### src/design/pcpfl_pkg.sv
// Shared types and codes for the per-CPU page free-list allocator.
`default_nettype none

package pcpfl_pkg;

  localparam int ADDR_W      = 34;
  localparam int CFG_INDEX_W = 1;
  localparam int CFG_DATA_W  = 34;

  // Command codes
  localparam logic CMD_ALLOC = 1'b0;
  localparam logic CMD_FREE  = 1'b1;

  // Result status codes
  localparam logic [1:0] STATUS_OK       = 2'd0;
  localparam logic [1:0] STATUS_EMPTY    = 2'd1;
  localparam logic [1:0] STATUS_BAD_ADDR = 2'd2;

  // Register indexes
  localparam logic [CFG_INDEX_W-1:0] REG_REGION_START = 1'b0;
  localparam logic [CFG_INDEX_W-1:0] REG_REGION_STOP  = 1'b1;

  localparam logic [ADDR_W-1:0] REGION_STOP_RESET = 34'h0_8800_0000;

  typedef struct packed {
    logic              cmd;
    logic [2:0]        cpu_id;
    logic [ADDR_W-1:0] page_addr;
  } in_beat_t;

  typedef struct packed {
    logic [ADDR_W-1:0] result_addr;
    logic [1:0]        status;
  } out_beat_t;

  // Classified request handed from front to back
  typedef enum logic [1:0] {
    KIND_ALLOC,
    KIND_FREE,
    KIND_BAD
  } item_kind_t;

  typedef enum logic [1:0] {
    ST_IDLE,
    ST_HEAD,
    ST_LINK
  } back_state_t;

endpackage

`default_nettype wire

### src/design/pcpfl_front.sv
// Front part: region registers, request classification and the two-entry queue.
`default_nettype none

module pcpfl_front import pcpfl_pkg::*; #(
  parameter  int CPU_COUNT  = 8,
  parameter  int MAX_PAGES  = 32768,
  parameter  int PAGE_BYTES = 4096,
  localparam int CPU_W      = (CPU_COUNT > 1) ? $clog2(CPU_COUNT) : 1,
  localparam int IDX_W      = $clog2(MAX_PAGES)
) (
  input  wire logic                   clk,
  input  wire logic                   rst,
  input  wire logic                   cfg_write,
  input  wire logic [CFG_INDEX_W-1:0] cfg_index,
  input  wire logic [CFG_DATA_W-1:0]  cfg_data,
  input  wire logic                   in_valid,
  output logic                        in_stall,
  input  wire in_beat_t               in_data,
  output logic                        q_valid,
  input  wire logic                   q_pop,
  output item_kind_t                  q_kind,
  output logic      [CPU_W-1:0]       q_cpu,
  output logic      [IDX_W-1:0]       q_idx,
  output logic      [ADDR_W:0]        base
);

  localparam int PB_SH = $clog2(PAGE_BYTES);

  logic [ADDR_W-1:0] region_start;
  logic [ADDR_W-1:0] region_stop;
  logic [ADDR_W:0]   base_sum;
  logic [ADDR_W:0]   base_next;

  // Page base: region_start rounded up to a page boundary, worked out on the write
  assign base_sum  = {1'b0, cfg_data} + (ADDR_W + 1)'(PAGE_BYTES - 1);
  assign base_next = {base_sum[ADDR_W:PB_SH], {PB_SH{1'b0}}};

  always_ff @(posedge clk) begin
    if (rst) begin
      region_start <= '0;
      region_stop  <= REGION_STOP_RESET;
      base         <= '0;
    end else if (cfg_write) begin
      case (cfg_index)
        REG_REGION_START: begin
          region_start <= cfg_data;
          base         <= base_next;
        end
        REG_REGION_STOP: begin
          region_stop <= cfg_data;
        end
        default: begin
        end
      endcase
    end
  end

  // cpu_id modulo CPU_COUNT as a constant lookup
  logic [CPU_W-1:0] cpu_tab [8];
  for (genvar g = 0; g < 8; g++) begin : g_cpu_tab
    assign cpu_tab[g] = CPU_W'(g % CPU_COUNT);
  end

  logic [ADDR_W-1:0]   addr;
  logic                misaligned;
  logic                out_of_region;
  logic [ADDR_W:0]     diff;
  logic [ADDR_W-PB_SH:0] idx_full;
  logic                too_high;
  logic                bad;
  item_kind_t          kind;
  logic [CPU_W-1:0]    cpu;

  assign addr          = in_data.page_addr;
  assign misaligned    = |addr[PB_SH-1:0];
  assign out_of_region = (addr < region_start) || (addr >= region_stop) ||
                         ({1'b0, addr} < base);
  assign diff          = {1'b0, addr} - base;
  assign idx_full      = diff[ADDR_W:PB_SH];
  assign too_high      = 40'(idx_full) >= 40'(MAX_PAGES);
  assign bad           = misaligned || out_of_region || too_high;
  assign cpu           = cpu_tab[in_data.cpu_id];

  always_comb begin
    case (in_data.cmd)
      CMD_ALLOC: kind = KIND_ALLOC;
      CMD_FREE:  kind = bad ? KIND_BAD : KIND_FREE;
      default:   kind = KIND_BAD;
    endcase
  end

  // Two-entry queue between front and back
  item_kind_t       kind_q [2];
  logic [CPU_W-1:0] cpu_q  [2];
  logic [IDX_W-1:0] idx_q  [2];
  logic             wr_ptr;
  logic             rd_ptr;
  logic [1:0]       count;
  logic             push;

  assign in_stall = (count == 2'd2);
  assign push     = in_valid && !in_stall;
  assign q_valid  = (count != 2'd0);
  assign q_kind   = kind_q[rd_ptr];
  assign q_cpu    = cpu_q[rd_ptr];
  assign q_idx    = idx_q[rd_ptr];

  always_ff @(posedge clk) begin
    if (rst) begin
      wr_ptr <= 1'b0;
      rd_ptr <= 1'b0;
      count  <= 2'd0;
    end else begin
      if (push) begin
        wr_ptr <= ~wr_ptr;
      end
      if (q_pop) begin
        rd_ptr <= ~rd_ptr;
      end
      case ({push, q_pop})
        2'b10:   count <= count + 2'd1;
        2'b01:   count <= count - 2'd1;
        default: count <= count;
      endcase
    end
  end

  always_ff @(posedge clk) begin
    if (push) begin
      kind_q[wr_ptr] <= kind;
      cpu_q[wr_ptr]  <= cpu;
      idx_q[wr_ptr]  <= idx_full[IDX_W-1:0];
    end
  end

endmodule

`default_nettype wire

### config.mk
export PLATFORM = sky130hd
export DESIGN_NAME = pcpfl_front
export DESIGN_NICKNAME = d
export VERILOG_FILES = /design/src/design/pcpfl_pkg.sv /design/src/design/pcpfl_front.sv
export SDC_FILE = /design/constraint.sdc
export NUM_CORES = 1
export LEC_CHECK = 0
export ABC_AREA = 0
export ABC_CLOCK_PERIOD_IN_PS = 3050
export BUFFER_PORTS_ARGS = -buffer_cell sky130_fd_sc_hd__clkbuf_2
export CAP_MARGIN = 20
export CORE_MARGIN = 2
export CORE_UTILIZATION = 35
export CTS_CLUSTER_DIAMETER = 100
export DETAILED_ROUTE_END_ITERATION = 10
export SYNTH_ARGS = -nofsm -noshare
export SYNTH_HDL_FRONTEND = slang
export SYNTH_SLANG_ARGS = --single-unit
### constraint.sdc
create_clock -name clk -period 3.05 [get_ports clk]
set_input_delay 0.1525 -clock clk [delete_from_list [all_inputs] [get_ports clk]]
set_output_delay 0.1525 -clock clk [all_outputs]
set_load 0.02 [all_outputs]
# ---- Word level (Yosys, flattened, before mapping)
# Memory sizes are Yosys's and may differ from the RTL's. A register that Yosys moved wholly into a read port is not among the register bits.
# Index checks and enable logic that the tools add are counted.
dict set report totals {
  register_bits 95
  latchBits 0
  mem_bits_rw 40
  rom_bits 24
  input_bits 78
  output_inout_bits 57
  wordCells 51
  memories 4
}
# name depth word_bits read_ports rd_ports_with_merged_regs wr line
set mem_list {}
lappend mem_list {idx_q 2 15 1 1 1 pcpfl_front.sv:95} ;# logic [IDX_W-1:0] idx_q [2];
lappend mem_list {{(no name shown)} 8 3 1 0 0 pcpfl_front.sv:82} ;# assign cpu = cpu_tab[in_data.cpu_id];
lappend mem_list {cpu_q 2 3 1 1 1 pcpfl_front.sv:94} ;# logic [CPU_W-1:0] cpu_q [2];
lappend mem_list {kind_q 2 2 1 1 1 pcpfl_front.sv:93} ;# item_kind_t kind_q [2];
dict set report op_classes {
  add_sub_neg 4
  multipliers 0
  div_mod_pow 0
  n_lt_le_gt_ge 5
  n_eq_ne 3
  shifts 0
  muxes 13
  bitwise_logic 5
  n_reduce_logical 11
}
# op n
set ops {}
lappend ops {{$add 34x12->35 const B} 1}
lappend ops {{$lt 34x35->1} 1}
lappend ops {{$sub 34x35->35} 1}
lappend ops {{$ge 34x34->1} 1}
lappend ops {{$lt 34x34->1} 1}
lappend ops {{$ge 23x16->1 const B} 1}
lappend ops {{$reduce_or 12->1} 1}
lappend ops {{$mux 1} 8}
lappend ops {{$pmux 2 s2} 2}
lappend ops {{$mux 3} 2}
lappend ops {{$eq 2x2->1 const B} 2}
lappend ops {{$ge 4x4->1 const B} 1}
lappend ops {{$logic_or 1x1->1} 4}
lappend ops {{$not 1->1} 4}
lappend ops {{$not 3->4} 1}
lappend ops {{$reduce_and 2->1} 2}
lappend ops {{$reduce_bool 2->1} 2}
lappend ops {{$add 2x1->2 const B} 1}
lappend ops {{$eq 2x1->1 const B} 1}
lappend ops {{$mux 2} 1}
lappend ops {{$sub 2x1->2 const B} 1}
lappend ops {{$logic_and 1x1->1} 1}
lappend ops {{$logic_not 1->1} 1}

# ---- Longest topological paths before layout
# Gate-level depths: netlist of the first run.
dict set report depth {
  word_depth 7
  mapped_depth 13
  mapped_depth_nobuf 13
}

# ---- Least setup slack after synthesis of the first run
# Ideal clock, no wire load.
dict set report synth_timing {
  path_kind {flip-flop to flip-flop}
  startpoint {register base[12]}
  endpoint {memory kind_q[0][1] in the netlist's numbering (data pin)}
  setup_time_ps 258
  arrival_ps 2730
  required_time_ps 2792
  slack_ps 63
  stages_incl_launch_ff 13
  n_path_buf 0
  period_less_slack_ps 2987
  path_cell_list {dfxtp_1 > ha_1 > inv_1 > fa_1 > a21o_1 > a221oi_2 > o31ai_1 > a221o_1 > a21oi_1 > o21ai_1 > xnor2_1 > nand4_1 > and2_1}
}
dict set report synth_between {
  elab_chain_cells 6
  word_cells_on_any_way 8
  cone_classes {1 x add/sub; 2 x order compare; 2 x mux; 3 x reduce/logical}
}
# element line
set synth_rtl {}
lappend synth_rtl {{start: declaration} pcpfl_front.sv:24} ;# output logic [ADDR_W:0] base
lappend synth_rtl {{start signal: assignment} pcpfl_front.sv:47} ;# base <= base_next;
lappend synth_rtl {{parallel branches: the longest is 3 deep, another holds $sub 34x35->35} n/a}
lappend synth_rtl {{$logic_or 1x1->1 (*)} pcpfl_front.sv:81} ;# assign bad = misaligned || out_of_region || too_high;
lappend synth_rtl {{$mux 2 (*)} pcpfl_front.sv:87} ;# CMD_FREE: kind = bad ? KIND_BAD : KIND_FREE;
lappend synth_rtl {{$pmux 2 s2 (*)} pcpfl_front.sv:85} ;# case (in_data.cmd)
lappend synth_rtl {{net kind[1]} pcpfl_front.sv:71} ;# item_kind_t kind;
lappend synth_rtl {{end: declaration} pcpfl_front.sv:93}
# Mark *: on every way through the listed nets, which the timed path passes.

# ---- Worst setup path after layout of the first run
dict set report layout_timing {
  startpoint {register base[16]}
  endpoint {memory kind_q[0][1] in the netlist's numbering (data pin)}
}
# Same word-level chain as after synthesis.

==> results of run 1 <==
==> final cells by class <==
cell class	instances	area, um^2	area share
Timing Repair Buffer	162	981	0.0984
Tap cell	285	357	0.0358
Clock inverter	15	179	0.0180
Multi-Input combinational cell	673	4530	0.455
Sequential cell	136	3120	0.314
Inverter	97	364	0.0365
Clock buffer	17	425	0.0427
==> critical path: stages (launching register included) <==
cell       delay (ps)
dfxtp_1           350
inv_1              80
ha_4              240
a21o_1            220
a31o_2            240
o21a_2            250
o2111a_1          260
nor3_1            130
o2111ai_1         160
nor4_2            380
nand4_1           160
and2_1            190
==> per-stage QoR <==
stage,instances,util,power [mW]
after global routing,1385,0.439,5.69
after CTS,1385,0.434,5.43
after detailed placement,1330,0.398,3.24
after global placement,1330,0.398,3.23
final,1385,0.439,5.42
after floorplan,957,-,2.87
==> cell usage after synthesis (all sizes together) (2+ instances only) <==
library cell,n,share of area
nand2,172,0.081
a21oi,111,0.068
inv,97,0.045
dfxtp,96,0.24
ha,90,0.14
edfxtp,40,0.15
nor2,40,0.019
clkbuf,32,0.015
a211oi,23,0.021
a21o,23,0.021
xnor2,21,0.023
mux2,20,0.028
buf,19,0.015
nand4,19,0.015
o21ai,19,0.012
xor2,18,0.019
nand3,15,0.0093
and3,9,0.0082
nor4,8,0.0062
and4,6,0.0065
nand2b,6,0.0046
nor3,6,0.0043
and2,5,0.0039
a311oi,4,0.0043
nand3b,4,0.0037
o21a,4,0.0037
a31oi,3,0.0023
nor2b,3,0.0023
o2111ai,3,0.0032
o211ai,3,0.0028
or3,3,0.0023
a2111oi,2,0.0029
o2111a,2,0.0028
o21bai,2,0.0019
or2,2,0.0015
==> power breakdown <==
group / switching [mW] / leakage [nW] / internal [mW]
Clock: 0.921 / 0.292 / 1.24
Sequential: 0.0654 / 1.16 / 2.04
Combinational: 0.687 / 2.60 / 0.466
==> how the worst max path moves through the flow <==
| stage | start | end | slack, ps |
|---|---|---|---|
| floorplan | base[12] | kind_q[0][1] | 60 |
| global placement | in_data[12] | kind_q[0][1] | 70 |
| detailed placement | in_data[12] | kind_q[1][1] | 50 |
| CTS | base[12] | kind_q[0][1] | 80 |
| global route | base[30] | kind_q[1][1] | -20 |
| finish | base[16] | kind_q[0][1] | 130 |
==> routing by layer <==
layer  wire, um  track usage
met4        170       0.0402
met5          0            0
met1      10100        0.233
met2      10000        0.295
met3       1090       0.0399
==> cell families after synthesis <==
family                     count (synthesis)  share of synthesized area
other                                      1                   0.000462
xor gates and xnor gates                  39                     0.0421
and+or+nand+nor                          301                      0.170
buffers and inverters                    148                     0.0745
muxes                                     21                     0.0290
AOI/OAI and AO/OA                        209                      0.158
DFF                                      136                      0.385
adders and majority gates                 91                      0.141
==> cell usage in the layout, fill, tap and decap left out, types with 4 or more instances in the layout <==
cell type        n
nand2_1        171
clkbuf_2       121
a21oi_1        108
inv_1           97
dfxtp_1         95
ha_1            86
edfxtp_1        40
nor2_1          39
a21o_1          23
dlygate4sd3_1   23
a211oi_1        22
xnor2_1         21
mux2_2          20
nand4_1         19
xor2_1          18
clkbuf_16       17
o21ai_0         16
buf_4           16
nand3_1         15
conb_1          12
and3_1           7
nor4_1           7
inv_6            7
nand2b_1         6
and4_1           6
nor3_1           5
nand3b_1         4
and2_1           4
==> timing repair <==
action	4_1_cts	5_1_grt
hold buffers	23	0
endpoints found under the hold margin	42	0
buffers inserted	0	0
gates resized for setup	0	22
endpoints found under the setup margin	0	4
==> flip-flops by register name, summed over array words and instances, names as in the netlist, named ones only <==
register	flops
rd_ptr	1
region_stop	34
kind_q	4
base	23
wr_ptr	1
idx_q	30
count	2
cpu_q	6
region_start	34
==> results.toml, run 1 <==
[pwr]
p_per_area_mw_per_mm2 = 544
vdd_drop_max_mv = 0.337
leakagePower_nw = 4.05

[yosys]
synthDistinctLibCells = 58
synth-seq-cells = 136
yosysWarnings = 0
ys_async_sr_fraction = 0
avgSynthCellArea_um2 = 8.57
synth_edf_count = 40
yosysSeqAreaShare = 0.385
yosys_most_used_dff = "dfxtp_1"
synthCells = 946
synth_area_mm2 = 0.00811

[drt]
drc = 0
wl_mm = 21.4
detail_route.vias_per_cell = 4.97
dr.pass1.iters = 5
vias = 6883
ant_nets = 0
wire_per_inst_um = 15.4
dr.first_iter.drc_count = 309

[finish]
fill_cells = 2263
area_growth_pct = 22.9
fin_area_mm2 = 0.00996
num_antenna_cells = 0
fin_nets = 1256
drive_gt1_frac = 0.199

[floorplanning]
io_pins = 135
die_h_um = 156
core_mm2 = 0.0227
row_count = 55
die_x_um = 156
initial_utilization = 0.357
dieArea_mm2 = 0.0244

[timing]
hold_ws_ps = 16.7
maxSlewViolCount = 0
max-slew-margin-rel = 0.367
hold_viol = 0
fmax_ghz = 0.343
max_slew.worst_pin.slew_ps = 950
min_period_ps = 2920
worst_slack_ps = 132
finalSetupViolCount = 0
skew_ps = 12.9
final.setup.tns_ps = 0
layout_worst_path_cycle_share = 0.957

[setup_path]
reg2reg_from = "base[16]"
worstPathArrival_ps = 3090
crit_fanout = 5
endpoint_kind = "flop"
path_class = "flop to flop"
reg2reg_depth = 11
r2r_end = "kind_q[0][1]"
cp-start-kind = "flop"
cp.required_ps = 3230
r2r_slack_ps = 130

[cts]
clock-root-buffer = "clkbuf_16"
htreeDepth = 4
cts_tree = "done"
cts_buffer_depth = 2
clk_pin_slew_worst_paths_ps = 70
cts.sinks = 136
insertion_delay_ps = 430
cts_made_buffers = 17

[flow_run]
maxCapViolCount = 0

[hold_path]
min_from = "cfg_data[15]"
hp-class = "input port to flop"
worstHoldPathCells = 3
min_to = "region_stop[15]"

[grt]
grt_usage = 0.176
grt_pass1_vias = 6496
grt_start_max_net_pins = 48
grt_pass1_wl_mm = 33.5
grt_antenna_before_repair = 1
overflow = 0

[place]
place_hpwl_mm = 15.8
gp_congestion = 0.873
portBuffers = 122
post_dp_cell_area_mm2 = 0.00903
dp_slack_ps = 50.9

[outcome]
outcome = "finished clean"
Note: power is estimated with default switching activity, not from simulation.
==> run 2, diff against run 1 <==
--- a/config.mk
+++ b/config.mk
@@ -9,10 +9,12 @@
 export ABC_CLOCK_PERIOD_IN_PS = 3050
 export BUFFER_PORTS_ARGS = -buffer_cell sky130_fd_sc_hd__clkbuf_2
 export CAP_MARGIN = 20
-export CORE_MARGIN = 2
+export CORE_MARGIN = 4
 export CORE_UTILIZATION = 35
 export CTS_CLUSTER_DIAMETER = 100
 export DETAILED_ROUTE_END_ITERATION = 10
+export MAX_ROUTING_LAYER = met4
+export SETUP_SLACK_MARGIN = 0.02
 export SYNTH_ARGS = -nofsm -noshare
 export SYNTH_HDL_FRONTEND = slang
 export SYNTH_SLANG_ARGS = --single-unit
==> run 2 against run 1 <==
Die area grew 5.2%; first-iteration DRC count grew 8.1%; maximum frequency rose by 1.2%; sequential share of layout area up 0.079 points; utilization decreased by 0.11 points; sequential cell count did not move; worst setup slack improved by 36 ps; hold slack improved by 1.6 ps; critical endpoint is now kind_q[1][1].
==> results.toml, run 2 (synthesized netlist as in run 1, its figures left out) <==
[setup_path]
crit_fanout = 3
worstPathArrival_ps = 3060
cp.required_ps = 3230
r2r_end = "kind_q[1][1]"
endpoint_kind = "flop"
reg2reg_from = "base[12]"
cp_num_buf_inv = 1
cp-start-kind = "flop"
cp_cell_sequence = "ha_1 -> inv_1 -> fa_2 -> a21o_1 -> a221oi_4 -> o31ai_4 -> a221o_1 -> a21oi_2 -> o21ai_1 -> xnor2_1 -> nand4_1 -> and2_4"
reg2reg_depth = 12
r2r_slack_ps = 170
crit_family = "compound AO/OA/AOI/OAI gates"
cpPeakStageDelay_ps = 360
crit_slowest_cell = "fa_2"
path_class = "flop to flop"

[timing]
min_period_ps = 2880
max_slew.worst_pin.slew_ps = 873
skew_ps = 8.15
max-slew-margin-rel = 0.417
hold_viol = 0
fmax_ghz = 0.347
final.setup.tns_ps = 0
layout_worst_path_cycle_share = 0.945
maxSlewViolCount = 0
worst_slack_ps = 168
finalSetupViolCount = 0

[place]
place_hpwl_mm = 16.2
portBuffers = 122
gp_congestion = 0.872
dp_slack_ps = 3.37

[pwr]
leakagePower_nw = 4.05
vdd_drop_max_mv = 0.349
p_per_area_mw_per_mm2 = 531
switching_power_mw = 1.68
pwr-share-clk = 0.384
pwr-share-comb = 0.218
internal_power_mw = 3.59
total_power_mw = 5.28
switching_share = 0.319
seqPwrFrac = 0.399

[finish]
layout_commonest_cell = "nand2_1"
reg_top3 = "region_start (34), region_stop (34), idx_q (30)"
drive_gt1_frac = 0.198
fin_nets = 1257
final_cell_mix = "171 x nand2_1, 121 x clkbuf_2, 107 x a21oi_1"
post-route-util = 0.438
area_growth_pct = 22.6

[floorplanning]
io_pins = 135
die_x_um = 160
row_count = 55
die_h_um = 160
core_mm2 = 0.0227
initial_utilization = 0.357
dieArea_mm2 = 0.0257

[drt]
wl_mm = 21.4
wire_per_inst_um = 15.4
vias = 6777
detail_route.vias_per_cell = 4.89
ant_nets = 0
dr.pass1.iters = 4
drc = 0
dr.first_iter.drc_count = 334

[hold_path]
min_to = "region_start[19]"
worstHoldPathCells = 3
min_from = "cfg_data[19]"
hp-class = "input port to flop"

[grt]
overflow = 0
grt_pass1_wl_mm = 34.4
grt_pass1_vias = 6529
grt_usage = 0.172
grt_start_max_net_pins = 35
grt_antenna_before_repair = 1

[cts]
htreeDepth = 4
cts_tree = "done"
cts_buffer_depth = 2
cts_made_buffers = 17
cts.sinks = 136
clk_pin_slew_worst_paths_ps = 70
clock-root-buffer = "clkbuf_16"
insertion_delay_ps = 430

[flow_run]
maxCapViolCount = 0

[outcome]
outcome = "finished clean"
[run 2: changes by cell type in the layout (fill, tap and decap cells not counted), sizes merged]
cell	previous run	this run
clkinv	1	6
bufinv	2	0
diode	0	1
inv	107	104
dlygate4sd3	23	24
[run 2: area by class of cell]
class / count / area [um^2]
clock inverters: 15 / 156
clock buffers: 17 / 425
well taps: 285 / 357
multi-input cells: 673 / 4520
repair buffers: 163 / 991
diodes: 1 / 2.50
flip-flops and latches: 136 / 3120
inverters: 97 / 364
fillers: 2299 / 12800
[run 2: power by group through the flow]
stage / registers (mW) / clock network, mW / logic [mW]
after CTS: 2.11 / 2.09 / 1.13
final: 2.10 / 2.02 / 1.15
after global placement: 2.14 / 0 / 1.09
after detailed placement: 2.15 / 0 / 1.10
after floorplan: 2.14 / 0 / 0.731
after global routing: 2.12 / 2.17 / 1.29
[run 2: layer usage]
metal	track usage	wire length [um]	up-vias
li1	-	-	3541
met3	0.0366	1120	13
met2	0.272	10000	147
met1	0.227	10000	3076
met5	-	0	-
met4	0.0391	231	0
[run 2: repair_timing]
item	4_1_cts	5_1_grt
resized for setup	1	16
setup endpoints to repair	2	4
setup buffers	0	1
endpoints found under the hold margin	42	0
pin swaps	0	8
hold buffers	24	0
[run 2: per-stage QoR]
| stage | hold slack, ps | area, um^2 | std cells |
|---|---|---|---|
| after floorplan | 251 | 8150 | 957 |
| after detailed placement | 351 | 9020 | 1329 |
| final | 18.3 | 9940 | 1387 |
| after global placement | 343 | 9020 | 1329 |
| after global routing | 24.7 | 9940 | 1387 |
| after CTS | 1.37 | 9850 | 1385 |
[run 2: worst min-delay path, stage by stage]
cell	delay, ps
clkbuf_2	120
nand2_1	70
a21oi_1	50
[run 2: how the worst max path moves through the flow]
stage	depth (start not counted)	startpoint	slack [ps]	end
final	12	base[12]	170	kind_q[1][1]
after global routing	12	base[12]	-8	kind_q[1][1]
after CTS	12	base[12]	30	kind_q[1][1]
after detailed placement	14	in_data[12]	3	kind_q[0][1]
after global placement	14	in_data[12]	80	kind_q[0][1]
after floorplan	12	base[12]	60	kind_q[0][1]
